File: config.mk
export PLATFORM = sky130hd
export DESIGN_NAME = pfht_ram
export DESIGN_NICKNAME = d
export VERILOG_FILES = /design/src/hdl/pfht_ram.sv
export SDC_FILE = /design/constraint.sdc
export NUM_CORES = 1
export LEC_CHECK = 0
export BUFFER_PORTS_ARGS = -buffer_cell sky130_fd_sc_hd__buf_4
export CAP_MARGIN = 20
export CORE_MARGIN = 2
export CORE_UTILIZATION = 40
export CTS_CLUSTER_SIZE = 8
export DETAILED_ROUTE_END_ITERATION = 12
export MAX_ROUTING_LAYER = met4
export PLACE_DENSITY = 0.69
export REMOVE_ABC_BUFFERS = 1
export SYNTH_ARGS = -nofsm -noshare
export SYNTH_HDL_FRONTEND = slang
export SYNTH_SLANG_ARGS = --single-unit
export TNS_END_PERCENT = 10
File: constraint.sdc
create_clock -name clk_i -period 1.25 [get_ports clk_i]
set_clock_uncertainty 0.05 [all_clocks]
set_input_delay 0 -clock clk_i [delete_from_list [all_inputs] [get_ports clk_i]]
set_output_delay 0 -clock clk_i [all_outputs]
set_load 0.01 [all_outputs]
File: src/hdl/pfht_ram.sv
// Simple dual-port synchronous RAM, one write and one registered read per cycle.
// Depends on no package.
module pfht_ram #(
  parameter int unsigned Width = 8,
  parameter int unsigned Depth = 2,
  parameter int unsigned AddrW = 1
) (
  input  logic             clk_i,
  input  logic             we_i,
  input  logic [AddrW-1:0] waddr_i,
  input  logic [Width-1:0] wdata_i,
  input  logic             re_i,
  input  logic [AddrW-1:0] raddr_i,
  output logic [Width-1:0] rdata_o
);

  logic [Width-1:0] mem_q [Depth];
  logic [Width-1:0] rdata_q;

  // Write port.
  always_ff @(posedge clk_i) begin
    if (we_i) begin
      mem_q[waddr_i] <= wdata_i;
    end
  end

  // Read port, registered.
  always_ff @(posedge clk_i) begin
    if (re_i) begin
      rdata_q <= mem_q[raddr_i];
    end
  end

  assign rdata_o = rdata_q;

endmodule

# Yosys cells after proc, flatten, opt, wreduce, memory -nomap -nowiden
# Memory sizes are Yosys's and may differ from the RTL's. A register that Yosys moved wholly into a read port is not among the register bits.
# Index checks and enable logic that the tools add are counted.
word_totals:
  word_cells: 3
  output_inout_bits: 8
  mem_count: 1
  reg_bits: 0
  ram_bits: 16
  in_bits: 13
mem_list:
  columns: ["name", "words", "width", "read_ports", "rd_ports_with_merged_regs", "write_ports", "line_no", "rtl"]
  rows:
  - ["mem_q", 2, 8, 1, 1, 1, "17", "logic [Width-1:0] mem_q [Depth];"]
op_classes:
  mux: 2
ops:
  columns: ["op", "n"]
  rows:
  - ["1-bit two-way mux", 2]

# Logic depth before layout (Yosys ltp)
# Gate-level depths: netlist of run 1.
depth:
  ltp_word: 2
  mapped_depth: 2
  mapped_depth_nobuf: 1

# Worst setup path before layout of run 1
# OpenSTA, ideal clock, no wires.
synth_path:
  path_type: "register to register"
  startpoint: "memory mem_q[0][0]"
  endpoint: "register rdata_q[0] (netlist: rdata_o[0]), read port of mem_q, data pin"
  setup_slack_ns: 0.350
  required_ns: 0.940
  synth_period_minus_slack_ns: 0.900
  n_path_buf: 0
  path_stages_with_launch: 2
  setup_time_ns: 0.260
  arrival_time_ns: 0.590
  path_cell_list: "edfxtp_1 mux2_4"
synth_rtl:
  columns: ["item", "line_no", "rtl"]
  rows:
  - ["start, declared", "17", null]
  - ["end, declared", "18", "logic [Width-1:0] rdata_q;"]
# No word-level cell between the ends.

# Worst setup path after layout of run 1
layout_path:
  startpoint: "memory mem_q[0][5]"
  endpoint: "register rdata_q[5] (netlist: rdata_o[5]), read port of mem_q, data pin"
# No word-level cell between the ends.

==> results of run 1 <==
==> cell usage after synthesis <==
cell	instances	area share [%]
mux2_4	8	14
edfxtp_1	24	83
buf_6	1	1.3
nor2b_1	1	0.72
and2_1	1	0.72
==> cell families after synthesis <==
family | Yosys count | synth area share, %
flip-flops | 24 | 83.4
multiplexers | 8 | 13.9
AND/OR/NAND/NOR | 2 | 1.45
buffers and inverters | 1 | 1.30
==> power by group through the flow <==
| stage | logic, mW | registers, mW | clock network, mW |
|---|---|---|---|
| 6_report | 0.155 | 0.963 | 0.316 |
| 5_1_grt | 0.168 | 0.968 | 0.367 |
| 4_1_cts | 0.157 | 0.964 | 0.328 |
| 3_5_place_dp | 0.135 | 0.983 | 0 |
| 3_3_place_gp | 0.133 | 0.980 | 0 |
| 2_1_floorplan | 0.0467 | 0.990 | 0 |
==> flip-flops by register name, indices dropped and copies added, names as in the netlist <==
signal and flops:
mem_q 16, rdata_o 8
==> metal layers <==
layer	global-route usage, %	vias to the layer above
li1	-	206
met1	11.8	192
met2	15.8	14
met3	2.68	2
met4	4.05	0
met5	-	-
==> worst paths after layout <==
| check | endpoint | cells past startpoint | from |
|---|---|---|---|
| setup / recovery | rdata_o[5] | 1 | mem_q[0][5] |
| hold / removal | rdata_o[0] | 2 | raddr_i |
| setup reg to reg | rdata_o[5] | 1 | mem_q[0][5] |
| hold reg to reg | rdata_o[3] | 1 | mem_q[0][3] |
==> metrics by stage <==
stage	hold slack [ps]	worst slack (ps)	util, %	area, um2	std cells
after floorplan	48.9	350	-	853	34
after detailed placement	137	300	52.2	1040	82
after global routing	73.4	273	58.0	1160	95
after CTS	88.8	288	58.0	1160	95
final	90.1	299	58.0	1160	95
after global placement	136	330	52.2	1040	82
==> final cells by class <==
type                       count  area [um2]  area share [%]
clock buffer                   3        22.5            1.94
clock inverter                 1        3.75           0.323
multi-input combinational     10         133            11.4
sequential                    24         721            62.1
tap                           27        33.8            2.91
timing repair buffer          30         248            21.3
==> results.cfg, run 1 <==
[timing]
slew_headroom_pct = 75.4
setup_viol = 0
slew_viol_final = 0
max_slew.worst_pin.slew_ps = 370
finalHoldViolations = 0
rsz0062_at_grt = false
period_needed_ps = 951
fin_crit_sh_pct = 76.0
max_freq_mhz = 1050
fin_tns_setup_ps = 0

[critical_path]
cpMaxStageDelayCell = edfxtp_1
arrival_ps = 960
cp_cell_sequence = mux2_4
crit_path_max_incr_delay_ps = 390
path_delay_family = flip-flops
criticalPathCategory = flip-flop to flip-flop
r2r_slack_ps = 300
worstPathBufferInverterCount = 0
crit_required_ps = 1260
startpoint_type = flip-flop
cp-end-kind = flip-flop
crit_fanout = 1

[floorplanning]
num_io_pins = 21
die_y_um = 50.5
die_w_um = 50.5
rows = 16
start_util_pct = 43.2
dieArea_um2 = 2550
core_um2 = 2000

[layout]
layout-drive-gt1-share_pct = 47.1
layout_common_cells = edfxtp_1 (24), buf_4 (21), dlygate4sd3_1 (9)
synthToLayoutAreaGrowth_pct = 34.3
final_common_cell = edfxtp_1
final_nets = 82
n_fill_cell = 155
antenna_cells = 0

[global_routing]
grt_usage_pct = 9.83
antenna_found_initial = 0
grt_pass1_wl_um = 1750
overflow = 0
first_global_vias = 400
grt_max_degree = 14

[clock_network]
numCtsBuffers = 3
h-tree-depth = 1
clk_latency_ps = 290
cts_setup_buffers = 0
cts_tree = done
cts_max_path_buffers = 2
postCtsHoldBufs = 9
clkTransAtPathRegs_ps = 120
cts_resized = 0
cts.root.buffer_cell = clkbuf_4
cts.sinks = 24

[logic_synthesis]
avgSynthCellArea_um2 = 24.7
netlist_area_um2 = 865
ys_ff_latch = 24
yosys_warnings = 0
synth_cell_type_count = 5
syn_inst = 35
seq_area_frac_synth_pct = 83.4

[route]
drtIter0Drc = 7
via_count = 414
drc = 0
dr_wl_met2_um = 525
dr_wl_met3_um = 62
ant_nets = 0
drt-vias-per-instance = 4.36
wl_met1_um = 472
routed_wl_um = 1060
top_layer = met4
drt_pass1_iterations = 2
wl_per_cell_um = 11.2

[pwr]
p_seq_share_pct = 67.1
clockPowerShare_pct = 22.0
p_sw_share_pct = 18.6
power.ir.vdd_worst_mv = 0.792
combPwrFrac_pct = 10.8
internal_power_mw = 1.17
p_per_area_nw_per_um2 = 1240
p_total_mw = 1.43
power_leakage_nw = 0.453
power_switching_uw = 267

[place]
routabilityCongestion = 0.645
port_buffers = 20

[hold_path]
hold_class = input pin to flip-flop

[status]
outcome = finished clean

[flow_run]
drv_cap = 0
(Power assumes the default switching activity.)
==> inputs of run 2 (changes only) <==
clock period = 0.9 ns   (was 1.25 ns; I/O delays follow)
==> run 2 against run 1 <==
Net effect:
- highest routed layer unchanged
- cell count unchanged
- register-to-register slack got worse by 350 ps
- worst hold slack got worse by 1.2 ps
- largest power group unchanged
- the run now ends with negative setup slack left
- combinational power rose by 49%
- sequential power is 39% higher
- wire length shrank 3.1%
- flip-flop and latch count unchanged
- critical path depth did not move
- power increased by 40%
- critical path type unchanged
- global-route usage decreased by 0.086 points
==> results.cfg, run 2 (synthesis gave the netlist of run 1 again) <==
[critical_path]
crit_required_ps = 920
crit_fanout = 1
startpoint_type = flip-flop
cp-startpoint = mem_q[0][2]
cp_cell_sequence = mux2_4
cp-end-kind = flip-flop
worstPathBufferInverterCount = 0
r2r-start = mem_q[0][2]
cpMaxStageDelayCell = edfxtp_1
path_delay_family = flip-flops
arrival_ps = 960
criticalPathCategory = flip-flop to flip-flop
crit_path_max_incr_delay_ps = 390

[timing]
finalHoldViolations = 0
fin_crit_sh_pct = 105
fin_ws_ps = -48.1
period_needed_ps = 948
slew_headroom_pct = 90.0
max_slew.worst_pin.slew_ps = 150
slew_viol_final = 0
max_freq_mhz = 1050
setup_viol = 8
rsz0062_at_grt = true
fin_tns_setup_ps = -267

[place]
pre_cts_slack_ps = -47.3
routabilityCongestion = 0.638
dp.cells = 83
port_buffers = 20

[layout]
n_fill_cell = 151
seq_area_um2 = 721
antenna_cells = 0
top_register = mem_q
synthToLayoutAreaGrowth_pct = 37.8
final_common_cell = edfxtp_1
multiInputGateArea_um2 = 133
fin_cells = 95
layout-drive-gt1-share_pct = 48.5
largest_reg_flops = 16
layout_common_cells = edfxtp_1 (24), buf_4 (15), dlygate4sd3_1 (9)
final_nets = 83

[floorplanning]
rows = 16
num_io_pins = 21
core_um2 = 2000
die_y_um = 50.5
start_util_pct = 43.2
dieArea_um2 = 2550
die_w_um = 50.5

[route]
drt_pass1_iterations = 2
via_count = 403
drtIter0Drc = 8
drt-vias-per-instance = 4.24
drc = 0
wl_per_cell_um = 10.9
routed_wl_um = 1030
ant_nets = 0

[clock_network]
cts.root.buffer_cell = clkbuf_4
clk_latency_ps = 300
cts.sinks = 24
numCtsBuffers = 3
clkTransAtPathRegs_ps = 110
cts_max_path_buffers = 2
h-tree-depth = 1
cts_setup_buffers = 0
cts_tree = done

[status]
outcome = finished with violations
violations = negative setup slack

[global_routing]
first_global_vias = 400
overflow = 0
antenna_found_initial = 0
grt_usage_pct = 9.74
grt_max_degree = 13
grt_pass1_wl_um = 1730

[pwr]
power.ir.vdd_worst_mv = 1.02
p_per_area_nw_per_um2 = 1680
power_leakage_nw = 0.465

[flow_run]
drv_cap = 0

[hold_path]
min_from = waddr_i
hold_class = input pin to flip-flop
## run 2: per-stage QoR
stage / cell area, um2 / hold WS (ps) / total power [mW] / util (%)
2_1_floorplan: 853 / 48.9 / 1.44 / -
3_3_place_gp: 1050 / 136 / 1.55 / 52.6
3_5_place_dp: 1050 / 139 / 1.56 / 52.6
4_1_cts: 1160 / 86.0 / 2.01 / 58.2
5_1_grt: 1190 / 80.6 / 2.10 / 59.5
6_report: 1190 / 88.9 / 2.00 / 59.5
## run 2: final cells by class
type                            count  share of cell area [%]
Timing Repair Buffer               31                    23.6
Multi-Input combinational cell     10                    11.1
Clock buffer                        3                    1.89
Sequential cell                    24                    60.5
Tap cell                           27                    2.84
## run 2: tightest hold or removal path: cells and delay by family
family	cells	cell delay, ps
buffers and inverters	2	240
and+or+nand+nor	1	30
## run 2: repair_timing
item / in CTS / in global routing
endpoints found under the hold margin: 24 / 0
resized for setup: 0 / 7
hold buffers: 9 / 0
endpoints found under the setup margin: 8 / 16
## run 2: worst paths after layout
kind	end	slack, ps	cells past startpoint
worst max-delay path	rdata_o[2]	-50	1
worst min-delay path	mem_q[0][4]	90	3
worst max register to register	rdata_o[2]	-50	1
worst min register to register	rdata_o[3]	510	1
## run 2: metal layers
layer,track usage [%],up-vias,wire (um)
li1,-,203,-
met4,4.05,0,14
met2,16.0,18,515
met5,-,-,0
met1,11.3,180,437
met3,2.68,2,63
## run 2: power breakdown
group          internal (mW)  leakage [nW]  switching, mW
logic                  0.157         0.223         0.0746
registers               1.32         0.228         0.0228
clock network          0.156        0.0138          0.273
==> inputs of run 3 (changes only) <==
REMOVE_ABC_BUFFERS = not set   (was 1)
==> run 3 against run 2 <==
Net effect:
- the run still ends with negative setup slack left
- register-to-register slack hardly changed
- setup slack better by 5.0 ps
- worst hold slack got worse by 9.7 ps
- non-clock buffer count stayed put
- flip-flop and latch count unchanged
- combinational power up 2%
- die area is the same
- cell count unchanged
- clock power grew 4%
- sequential share of layout area down 0.25 points
- critical path type unchanged
- critical endpoint unchanged
- largest cell class unchanged
- highest routed layer unchanged
==> results.cfg, run 3 (synthesis gave the netlist of run 1 again) <==
[critical_path]
crit_fanout = 1
r2r-start = mem_q[1][2]
cp-end-kind = flip-flop
worstPathBufferInverterCount = 0
rr_endpoint = rdata_o[2]
cp-startpoint = mem_q[1][2]
crit_end = rdata_o[2]
worst_r2r_path_depth = 1
arrival_ps = 970
cp_cell_sequence = mux2_4
criticalPathCategory = flip-flop to flip-flop
cp_num_cells = 1
startpoint_type = flip-flop
path_delay_family = flip-flops
r2r_slack_ps = -40
crit_path_max_incr_delay_ps = 400
crit_required_ps = 920
cpMaxStageDelayCell = edfxtp_1

[pwr]
p_total_mw = 2.02
power.ir.vdd_worst_mv = 0.796
power_leakage_nw = 0.467
p_per_area_nw_per_um2 = 1690

[global_routing]
first_global_vias = 407
antenna_found_initial = 0
grt_max_degree = 13
overflow = 0
grt_pass1_wl_um = 1750
grt_usage_pct = 9.91

[timing]
finalHoldViolations = 0
setup_viol = 8
slew_viol_final = 0
slew_headroom_pct = 90.1
period_needed_ps = 943
fin_crit_sh_pct = 105
rsz0062_at_grt = true
max_slew.worst_pin.slew_ps = 148
max_freq_mhz = 1060
fin_ws_ps = -43.1

[clock_network]
clkTransAtPathRegs_ps = 110
h-tree-depth = 1
clk_latency_ps = 310
cts.sinks = 24
cts_max_path_buffers = 2
cts_setup_buffers = 0
cts_tree = done
numCtsBuffers = 3
cts.root.buffer_cell = clkbuf_4

[route]
drt_pass1_iterations = 3
drt-vias-per-instance = 4.44
drc = 0
via_count = 422
drtIter0Drc = 7
routed_wl_um = 1060
wl_per_cell_um = 11.2
ant_nets = 0

[layout]
synthToLayoutAreaGrowth_pct = 38.4
seq_area_um2 = 721
layout_common_cells = edfxtp_1 (24), buf_4 (16), dlygate4sd3_1 (9)
final_common_cell = edfxtp_1
top_register = mem_q
antenna_cells = 0
final_nets = 83
layout-drive-gt1-share_pct = 48.5
multiInputGateArea_um2 = 133
largest_reg_flops = 16
n_fill_cell = 155

[floorplanning]
start_util_pct = 43.2
num_io_pins = 21
die_w_um = 50.5
rows = 16
die_y_um = 50.5
dieArea_um2 = 2550
core_um2 = 2000

[flow_run]
drv_cap = 0

[hold_path]
hold_class = input pin to flip-flop

[place]
pre_cts_slack_ps = -36.9
port_buffers = 20
routabilityCongestion = 0.629

[status]
outcome = finished with violations
violations = negative setup slack

[logic_synthesis]
syn_nets = 48
==> run 3: area by class of cell <==
cell class	instances	share of cell area, %
tap	27	2.82
sequential	24	60.3
timing repair buffer	31	24.0
multi-input combinational	10	11.1
clock buffer	3	1.88
==> run 3: how the worst min path moves through the flow <==
stage	startpoint	end	slack, ps	depth (start not counted)
after floorplan	wdata_i[0]	mem_q[0][0]	50	0
after detailed placement	wdata_i[6]	mem_q[1][6]	140	1
final	raddr_i	rdata_o[3]	80	2
after CTS	waddr_i	mem_q[0][1]	80	3
after global routing	raddr_i	rdata_o[0]	70	2
after global placement	wdata_i[0]	mem_q[0][0]	140	1
==> run 3: layer usage <==
metal | vias to the layer above | part of all wire, % | global-route usage, %
met5 | - | 0 | -
met3 | 3 | 5.4 | 2.68
met1 | 197 | 43 | 11.4
li1 | 205 | - | -
met4 | 0 | 2.6 | 6.76
met2 | 17 | 49 | 15.1
==> run 3: timing repair <==
item	4_1_cts	5_1_grt
resized for setup	1	4
hold endpoints to repair	24	0
hold buffers	9	0
cloned	0	0
setup endpoints to repair	9	16
pin swaps	0	0
==> run 3: power breakdown <==
part	internal, mW	switching (mW)	leakage, nW
clock	0.157	0.288	0.0138
sequential	1.32	0.0220	0.228
combinational	0.159	0.0760	0.224
total	1.63	0.386	0.467
==> run 3: through the flow <==
stage                     hold slack [ps]  setup TNS [ps]  utilization, %  area [um2]  instances
after floorplan                      48.9           -2.95               -         865         35
after global placement                136           -70.4            53.2        1060         83
after detailed placement              137            -209            53.2        1060         83
after CTS                            82.8            -310            59.0        1180         95
after global routing                 71.6            -633            59.8        1200         95
final                                79.2            -286            59.8        1200         95
