<file path="src/hdl/pfht_pkg.sv">
// Package for the page frame hash table: request and response types,
// operation and status codes, controller states and default sizes.
// Depends on nothing; the remainder unit and the top level use it.
package pfht_pkg;

  // Default table sizes handed to the top level.
  localparam int unsigned BucketsDef = 256;
  localparam int unsigned NodesDef   = 256;

  // Width of the bucket count register and of the hash sum.
  localparam int unsigned CfgW = 9;
  localparam int unsigned SumW = 25;

  typedef enum logic [1:0] {
    MODE_INSERT = 2'd0,
    MODE_LOOKUP = 2'd1,
    MODE_REMOVE = 2'd2
  } mode_e;

  typedef enum logic [1:0] {
    ST_OK       = 2'd0,
    ST_ERR      = 2'd1,
    ST_NOTFOUND = 2'd2
  } status_e;

  typedef struct packed {
    mode_e       mode;
    logic [15:0] file_id;
    logic [23:0] page_number;
    logic [11:0] frame_number;
  } req_t;

  typedef struct packed {
    status_e     status;
    logic [11:0] found_frame;
  } resp_t;

  typedef enum logic [3:0] {
    S_CLEAR,
    S_IDLE,
    S_HASH,
    S_BRD,
    S_HEAD,
    S_NODE,
    S_FREE,
    S_REM1,
    S_REM2,
    S_FIN
  } state_e;

endpackage

</file>
<file path="src/hdl/pfht_mod.sv">
// Iterative restoring remainder unit: (sum mod divisor), one quotient bit a cycle.
// Depends on pfht_pkg for the operand widths.
module pfht_mod (
  input  logic                       clk_i,
  input  logic                       rst_ni,
  input  logic                       start_i,
  input  logic [pfht_pkg::SumW-1:0]  sum_i,
  input  logic [pfht_pkg::CfgW-1:0]  div_i,
  output logic                       done_o,
  output logic [pfht_pkg::CfgW-1:0]  rem_o
);

  localparam int unsigned CntW = $clog2(pfht_pkg::SumW);

  logic                      busy_q, busy_d;
  logic                      done_q, done_d;
  logic [CntW-1:0]           cnt_q, cnt_d;
  logic [pfht_pkg::SumW-1:0] sum_q, sum_d;
  logic [pfht_pkg::CfgW-1:0] rem_q, rem_d;
  logic [pfht_pkg::CfgW-1:0] div_q, div_d;
  logic [pfht_pkg::CfgW:0]   trial;

  // One restoring step: shift in the next dividend bit and subtract if it fits.
  always_comb begin
    busy_d = busy_q;
    done_d = 1'b0;
    cnt_d  = cnt_q;
    sum_d  = sum_q;
    rem_d  = rem_q;
    div_d  = div_q;
    trial  = {rem_q, sum_q[pfht_pkg::SumW-1]};
    if (start_i) begin
      busy_d = 1'b1;
      cnt_d  = '0;
      sum_d  = sum_i;
      rem_d  = '0;
      div_d  = div_i;
    end else if (busy_q) begin
      sum_d = {sum_q[pfht_pkg::SumW-2:0], 1'b0};
      if (trial >= {1'b0, div_q}) begin
        rem_d = pfht_pkg::CfgW'(trial - {1'b0, div_q});
      end else begin
        rem_d = trial[pfht_pkg::CfgW-1:0];
      end
      cnt_d = cnt_q + 1'b1;
      if (cnt_q == CntW'(pfht_pkg::SumW - 1)) begin
        busy_d = 1'b0;
        done_d = 1'b1;
      end
    end
  end

  always_ff @(posedge clk_i or negedge rst_ni) begin
    if (!rst_ni) begin
      busy_q <= 1'b0;
      done_q <= 1'b0;
      cnt_q  <= '0;
    end else begin
      busy_q <= busy_d;
      done_q <= done_d;
      cnt_q  <= cnt_d;
    end
  end

  always_ff @(posedge clk_i) begin
    sum_q <= sum_d;
    rem_q <= rem_d;
    div_q <= div_d;
  end

  assign done_o = done_q;
  assign rem_o  = rem_q;

endmodule

</file>
<file path="config.mk">
export PLATFORM = sky130hd
export DESIGN_NAME = pfht_mod
export DESIGN_NICKNAME = d
export VERILOG_FILES = /design/src/hdl/pfht_pkg.sv /design/src/hdl/pfht_mod.sv
export SDC_FILE = /design/constraint.sdc
export NUM_CORES = 1
export LEC_CHECK = 0
export ABC_AREA = 0
export BUFFER_PORTS_ARGS = -buffer_cell sky130_fd_sc_hd__buf_2
export CAP_MARGIN = 20
export CELL_PAD_IN_SITES_DETAIL_PLACEMENT = 1
export CELL_PAD_IN_SITES_GLOBAL_PLACEMENT = 1
export CORE_UTILIZATION = 40
export DETAILED_ROUTE_END_ITERATION = 8
export PLACE_DENSITY = 0.86
export REMOVE_ABC_BUFFERS = 1
export SYNTH_ARGS = -nofsm -noshare
export SYNTH_HDL_FRONTEND = slang
export SYNTH_SLANG_ARGS = --single-unit
</file>
<file path="constraint.sdc">
create_clock -name clk_i -period 2.14 [get_ports clk_i]
set_input_delay 0.428 -clock clk_i [delete_from_list [all_inputs] [get_ports clk_i]]
set_output_delay 0.428 -clock clk_i [all_outputs]
set_load 0.02 [all_outputs]
</file>
== Word-level counts from Yosys, hierarchy flattened ==
Cells that the tools add are included.
Operators by class
  reductions and logical operators: 1
  add/sub/neg operators: 2
  order comparisons: 1
  equality and inequality tests: 1
  mux-type cells: 11
Operator list (count)
  25-bit 2-to-1 mux: 2
  10-bit by 9-bit greater-or-equal comparator with 1-bit output: 1
  5-bit 2-to-1 mux: 2
  9-bit 2-to-1 mux: 1
  9-bit subtractor: 1
  1-bit 2-to-1 mux: 6
  5-bit by 1-bit adder with 5-bit output, second input constant: 1
  5-bit equality test, second input constant: 1
  2-bit nonzero test: 1
Word-level totals
  output and inout bits: 10
  word-level logic and storage cells: 22
  input bits: 37
  bits in registers: 50

== Depth between registers and ports, before layout ==
Gate-level depths: netlist of the first run.
  depth after elaboration: 4
  gate-level depth with buffers: 9
  gate-level depth less buffers: 9

== Worst setup path after synthesis of the first run ==
Ideal clock, no wire load.
  path kind: reg2reg
  start: register sum_q[24] (netlist name)
  end: register rem_q, in the netlist rem_o[1]
  arrival: 2.148 ns
  setup time: 0.086 ns
  data required time: 2.054 ns
  clock period less this slack: 2.233 ns
  cell stages (with the launch flop): 10
  path slack: -0.093 ns
  path buffers: 0
  path through: edfxtp_1 > inv_1 > ha_1 > inv_1 > fa_1 > a211oi_1 > o21a_1 > o211ai_2 > mux2i_1 > a211oi_1
On the way
  cells in the longest elaborated chain, start to end: 2
  elaborated cells between the ends (all ways): 3
  those cells by class: 1 x add/sub; 1 x order compare; 1 x mux
RTL lines
  start, declared: RTL line pfht_mod.sv:18  | logic [pfht_pkg::SumW-1:0] sum_q, sum_d;
  start signal, assigned: RTL line pfht_mod.sv:66  | sum_q <= sum_d;
  9-bit subtractor or 10-bit by 9-bit greater-or-equal comparator with 1-bit output (tied branches): RTL line pfht_mod.sv:41, pfht_mod.sv:40
  9-bit 2-to-1 mux (*): RTL line pfht_mod.sv:40  | if (trial >= {1'b0, div_q}) begin
  end signal, assigned: RTL line pfht_mod.sv:67  | rem_q <= rem_d;
  end, declared: RTL line pfht_mod.sv:19  | logic [pfht_pkg::CfgW-1:0] rem_q, rem_d;
Mark *: on every way between the ends. The rest lies on a longest branch, timed or not.
A chain may end at the register's enable or synchronous reset.

== Final worst setup path of the first run ==
  start: register sum_q[24] (netlist name)
  end: register rem_q, in the netlist rem_o[8]
Same word-level chain as after synthesis.

==> results.json, run 1 <==
{
  "worst_pin_slew_ns": 0.393,
  "finClkSkew_ns": 0.00937,
  "power_density_nw_per_um2": 922,
  "synth.avg_cell_area_um2": 12.5,
  "cp.arrival_ns": 2.54,
  "layout_common_cells": "46 x buf_2, 34 x edfxtp_1, 30 x buf_4",
  "numPortBuffers": 46,
  "ys_seq_area_frac": 0.541,
  "synthArstFlopShare": 0.140,
  "clk_latency_ns": 0.30,
  "seq_power_share": 0.413,
  "fin_util": 0.531,
  "rr_worst_depth": 10,
  "setup_ws_ns": -0.180,
  "routabilityCongestion": 0.766,
  "synth.distinct_cells": 41,
  "antenna_found_initial": 0,
  "grt_max_degree": 26,
  "synth-edff-count": 34,
  "track_usage": 0.179,
  "fin_nets": 327,
  "grtUsageMet2": 0.326,
  "routed_wl_um": 5550,
  "rsz0062_at_grt": "true",
  "initial_utilization": 0.422,
  "drive_gt1_frac": 0.437,
  "reg2reg_slack_ns": -0.18,
  "viasPerCell": 5.15,
  "met3_usage": 0.0511,
  "postRouteAntennaNets": 0,
  "wl_per_cell_um": 15.7,
  "timing.max_cap.violations": 0,
  "antenna_cells": 0,
  "io-pin-count": 47,
  "fin_crit_sh": 1.08,
  "cp-start-kind": "register",
  "end_kind": "register",
  "drt_iter0_markers": 39,
  "grt_util_met1": 0.213,
  "grt-ovfl-total": 0,
  "tns_ns": -1.03,
  "cts_made_buffers": 5,
  "netlist_area_um2": 2540,
  "violations": "negative setup slack",
  "drt_pre_antenna_iters": 4,
  "grt.busiest_layer": "met2",
  "clk_path_buf_depth": 2,
  "worstPathMaxFanout": 6,
  "slew-limit-headroom": 0.738,
  "synth_warnings": 0,
  "pre_cts_slack_ns": -0.255,
  "power_switching_uw": 980,
  "path_class": "reg2reg",
  "core_area_um2": 6030,
  "finalPower_mw": 2.95,
  "switching_share": 0.332,
  "critPathRequiredTime_ns": 2.36,
  "ys_seq_elements": 50,
  "vdd_drop_max_v": 0.000422,
  "fp.dieH_um": 81.8,
  "grt_first_pass_wirelength_um": 8940,
  "syn_to_final_growth_pct": 25.7,
  "cts_tree": "yes",
  "setup_viol": 9,
  "vias": 1823,
  "endpoint": "rem_o[8]",
  "hold_start": "div_i[7]",
  "pwr-share-clk": 0.194,
  "htree_levels": 2,
  "status": "finished, violations left",
  "post-dp-hpwl_um": 4070,
  "row_count": 28,
  "clk_pin_slew_ns": 0.10,
  "p_comb_frac": 0.392,
  "p_int_mw": 1.97,
  "grt_pass1_vias": 1919,
  "drc": 0,
  "finalCriticalPeriod_ns": 2.32,
  "clock_sinks": 50,
  "die-width_um": 81.8,
  "startpoint": "sum_q[24]",
  "p_leak_nw": 1.40,
  "r2r-start": "sum_q[24]",
  "hold_viol": 0,
  "synth-main-ff-cell": "edfxtp_1",
  "root_buffer": "clkbuf_8",
  "slew_viol_final": 0,
  "syn_inst": 204,
  "layout_commonest_cell": "buf_2",
  "fmax_ghz": 0.431,
  "die-area_um2": 6690,
  "hp-class": "in2reg",
  "timing.rr.end": "rem_o[8]"
}
[through the flow]
step	cells	cell area (um^2)	hold WS (ns)
detailed placement	342	3030	0.272
global placement	342	3030	0.271
global route	354	3200	0.280
floorplan	194	2500	0.132
finish	354	3200	0.297
CTS	353	3180	0.284
[routing by layer]
metal,vias to the layer above,share of wire
met4,0,0.0022
met3,2,0.043
li1,893,-
met2,36,0.55
met1,892,0.41
met5,-,0
[synth_stat cells (2+ instances only)]
cell	n	area [um^2]
clkbuf_1	8	30.0
inv_1	13	48.8
a21o_1	2	15.0
ha_1	11	138
o211ai_1	3	22.5
mux2i_1	6	60.1
a311oi_1	3	26.3
xnor2_1	2	17.5
o21ai_0	2	10.0
nand4b_1	2	17.5
nor2_1	20	75.1
xor2_1	6	52.6
nand2b_1	4	25.0
nand2_1	6	22.5
nand4_1	2	12.5
nand3_1	3	15.0
buf_2	2	10.0
edfxtp_1	34	1020
a21oi_1	6	30.0
dfxtp_1	9	180
and2_1	2	12.5
a211oi_1	8	60.1
o31ai_1	2	15.0
mux2_2	25	282
dfrtp_1	7	175
[final cells by class]
cell class,instances,area [um^2]
Clock buffer,5,68.8
Clock inverter,3,25.0
Fill cell,659,2830
Inverter,13,48.8
Multi-Input combinational cell,131,1120
Sequential cell,50,1380
Tap cell,75,93.8
Timing Repair Buffer,77,465
[worst min path at each step]
stage / endpoint / cells past startpoint
6_report: div_q[7] / 1
5_1_grt: div_q[2] / 1
4_1_cts: div_q[3] / 1
3_5_place_dp: done_o / 1
3_3_place_gp: cnt_q[3] / 1
2_1_floorplan: busy_q / 0
[power by group through the flow]
| stage | registers (mW) | logic, mW | clock network [mW] |
|---|---|---|---|
| CTS | 1.22 | 1.14 | 0.596 |
| global route | 1.23 | 1.27 | 0.623 |
| floorplan | 1.30 | 0.583 | 0 |
| finish | 1.22 | 1.16 | 0.573 |
| global placement | 1.23 | 1.04 | 0 |
| detailed placement | 1.24 | 1.08 | 0 |
[worst max-delay path: stages (launching register included)]
cell      delay (ns)
edfxtp_1        0.36
inv_1           0.05
ha_2            0.19
inv_2           0.07
fa_2            0.21
a211oi_2        0.07
buf_4           0.15
o21a_2          0.25
o211a_4         0.27
or3_1           0.39
a311oi_2        0.23
[cells by family after synthesis]
| kind of cell | count (synthesis) | share of synthesized area |
|---|---|---|
| flip-flops | 50 | 0.541 |
| AND/OR/NAND/NOR | 47 | 0.102 |
| AO/OA/AOI/OAI | 33 | 0.0988 |
| multiplexers | 31 | 0.134 |
| buffers and inverters | 23 | 0.0349 |
| adder cells (fa/ha/maj) | 12 | 0.0619 |
| XOR/XNOR | 8 | 0.0275 |
[registers in the layout, summed over array words and instances, names as in the netlist]
register,count
rem_o,9
cnt_q,5
done_o,1
busy_q,1
sum_q,25
div_q,9
[repair_timing]
action / in CTS / in global routing
pin swaps: 2 / 0
setup buffers: 2 / 1
endpoints found under the hold margin: 7 / 0
hold buffers: 1 / 0
endpoints found under the setup margin: 9 / 9
gates resized for setup: 7 / 2
(Power assumes the default switching activity.)
==> run 2: changes to the inputs <==
--- a/config.mk
+++ b/config.mk
@@ -8,9 +8,7 @@
 export ABC_AREA = 0
 export BUFFER_PORTS_ARGS = -buffer_cell sky130_fd_sc_hd__buf_2
 export CAP_MARGIN = 20
-export CELL_PAD_IN_SITES_DETAIL_PLACEMENT = 1
-export CELL_PAD_IN_SITES_GLOBAL_PLACEMENT = 1
-export CORE_UTILIZATION = 40
+export CORE_UTILIZATION = 50
 export DETAILED_ROUTE_END_ITERATION = 8
 export PLACE_DENSITY = 0.86
 export REMOVE_ABC_BUFFERS = 1
==> results.json, run 2 (synthesis results as in run 1) <==
{
  "drive_gt1_frac": 0.442,
  "dp_cells": 328,
  "postRouteAntennaNets": 0,
  "dpl_cell_area_um2": 2990,
  "clk_latency_ns": 0.30,
  "finalPower_mw": 2.97,
  "p_int_mw": 2.00,
  "clock_sinks": 50,
  "p_comb_frac": 0.400,
  "slew_viol_final": 0,
  "drt_iter0_markers": 119,
  "fill_cells": 398,
  "whs_ns": 0.291,
  "fin_util": 0.667,
  "antenna_found_initial": 0,
  "clk_path_buf_depth": 2,
  "slowest_stage": "edfxtp_1",
  "fin_nets": 324,
  "rr_worst_depth": 10,
  "die-width_um": 73.3,
  "routed_wl_um": 4900,
  "seq_area_um2": 1380,
  "max_stage_delay_ns": 0.39,
  "numPortBuffers": 46,
  "min_to": "div_q[8]",
  "clk_pin_slew_ns": 0.10,
  "worstPathMaxFanout": 4,
  "htree_levels": 2,
  "drt_pre_antenna_iters": 4,
  "setup_viol": 9,
  "r2r-start": "sum_q[24]",
  "rsz0062_at_grt": "true",
  "cts_made_buffers": 5,
  "hold_path_depth": 1,
  "timing.rr.end": "rem_o[8]",
  "seq_power_share": 0.410,
  "switching_share": 0.328,
  "die-area_um2": 5380,
  "timing.max_cap.violations": 0,
  "stdcell_count": 343,
  "pre_cts_slack_ns": -0.190,
  "power_density_nw_per_um2": 926,
  "pwr-share-clk": 0.190,
  "regMostFlops": "sum_q",
  "antenna_cells": 0,
  "hp-class": "in2reg",
  "routabilityCongestion": 0.848,
  "layout_commonest_cell": "buf_2",
  "largest_reg_flops": 25,
  "final_area_um2": 3210,
  "root_buffer": "clkbuf_8",
  "post-dp-hpwl_um": 3480,
  "vias": 1817,
  "fin_crit_sh": 1.08,
  "path_class": "reg2reg",
  "wl_per_cell_um": 14.3,
  "finClkSkew_ns": 0.00860,
  "syn_to_final_growth_pct": 26.2,
  "grt_max_degree": 26,
  "finalCriticalPeriod_ns": 2.31,
  "worst_pin_slew_ns": 0.496,
  "core_area_um2": 4820,
  "hold_start": "div_i[8]",
  "viasPerCell": 5.30,
  "grt-ovfl-total": 0,
  "tns_ns": -0.773,
  "fmax_ghz": 0.433,
  "p_leak_nw": 1.41,
  "drc": 0,
  "violations": "negative setup slack",
  "end_kind": "register",
  "cp-start-kind": "register",
  "critPathRequiredTime_ns": 2.36,
  "hold_viol": 0,
  "slew-limit-headroom": 0.669,
  "layout_common_cells": "46 x buf_2, 34 x edfxtp_1, 25 x mux2_2",
  "io-pin-count": 47,
  "row_count": 25,
  "setup_ws_ns": -0.167,
  "cp.arrival_ns": 2.53,
  "cts_tree": "yes",
  "reg2reg_slack_ns": -0.17,
  "initial_utilization": 0.528,
  "vdd_drop_max_v": 0.000513,
  "track_usage": 0.196,
  "power_switching_uw": 977,
  "fp.dieH_um": 73.3,
  "status": "finished, violations left",
  "multi_input_area_um2": 1140,
  "path_cells": "inv_1 > ha_2 > inv_2 > fa_2 > a211oi_2 > buf_4 > o211ai_1 > o211a_1 > or3_1 > a311oi_2",
  "grt_first_pass_wirelength_um": 7870,
  "grt_pass1_vias": 1772
}
==> run 2: worst max-delay path, delay by kind of cell, from the launching register on <==
kind | cells | cell delay (ns)
AOI/OAI and AO/OA | 4 | 0.69
adders and majority gates | 2 | 0.55
and+or+nand+nor | 1 | 0.31
buffers and inverters | 3 | 0.28
DFF | 1 | 0.39
==> run 2: layer usage <==
metal | routed length (um) | track usage | vias to the layer above | part of all wire
met3 | 213 | 0.0370 | 10 | 0.043
met5 | 0 | 0 | - | 0
li1 | - | - | 895 | -
met4 | 78 | 0.0897 | 0 | 0.016
met2 | 2430 | 0.331 | 49 | 0.50
met1 | 2180 | 0.245 | 863 | 0.44
==> run 2: power by group through the flow <==
stage	Combinational, mW	Clock, mW	Sequential (mW)
2_1_floorplan	0.583	0	1.30
3_3_place_gp	0.987	0	1.24
3_5_place_dp	1.02	0	1.24
4_1_cts	1.12	0.585	1.22
5_1_grt	1.29	0.610	1.24
6_report	1.19	0.565	1.22
==> run 2: cell type report <==
type | count | area share
Timing Repair Buffer | 74 | 0.147
Tap cell | 67 | 0.0261
Sequential cell | 50 | 0.429
Inverter | 13 | 0.0152
Multi-Input combinational cell | 131 | 0.354
Clock buffer | 5 | 0.0214
Clock inverter | 3 | 0.00779
==> run 2: repair_timing <==
action,in CTS,in global routing
setup endpoints to repair,9,9
hold buffers,1,0
buffers inserted,3,3
gates resized for setup,11,2
endpoints found under the hold margin,7,0
pin swaps,14,6
==> run 2: how the worst max path moves through the flow <==
stage                    from       end  slack [ns]  depth (start not counted)
detailed placement  sum_q[24]  rem_o[4]       -0.19                         10
CTS                 sum_q[24]  rem_o[8]       -0.14                         10
global placement    sum_q[24]  rem_o[6]       -0.09                         10
finish              sum_q[24]  rem_o[8]       -0.17                         10
floorplan           sum_q[24]  rem_o[1]       -0.09                          9
global route        sum_q[24]  rem_o[8]       -0.23                         10
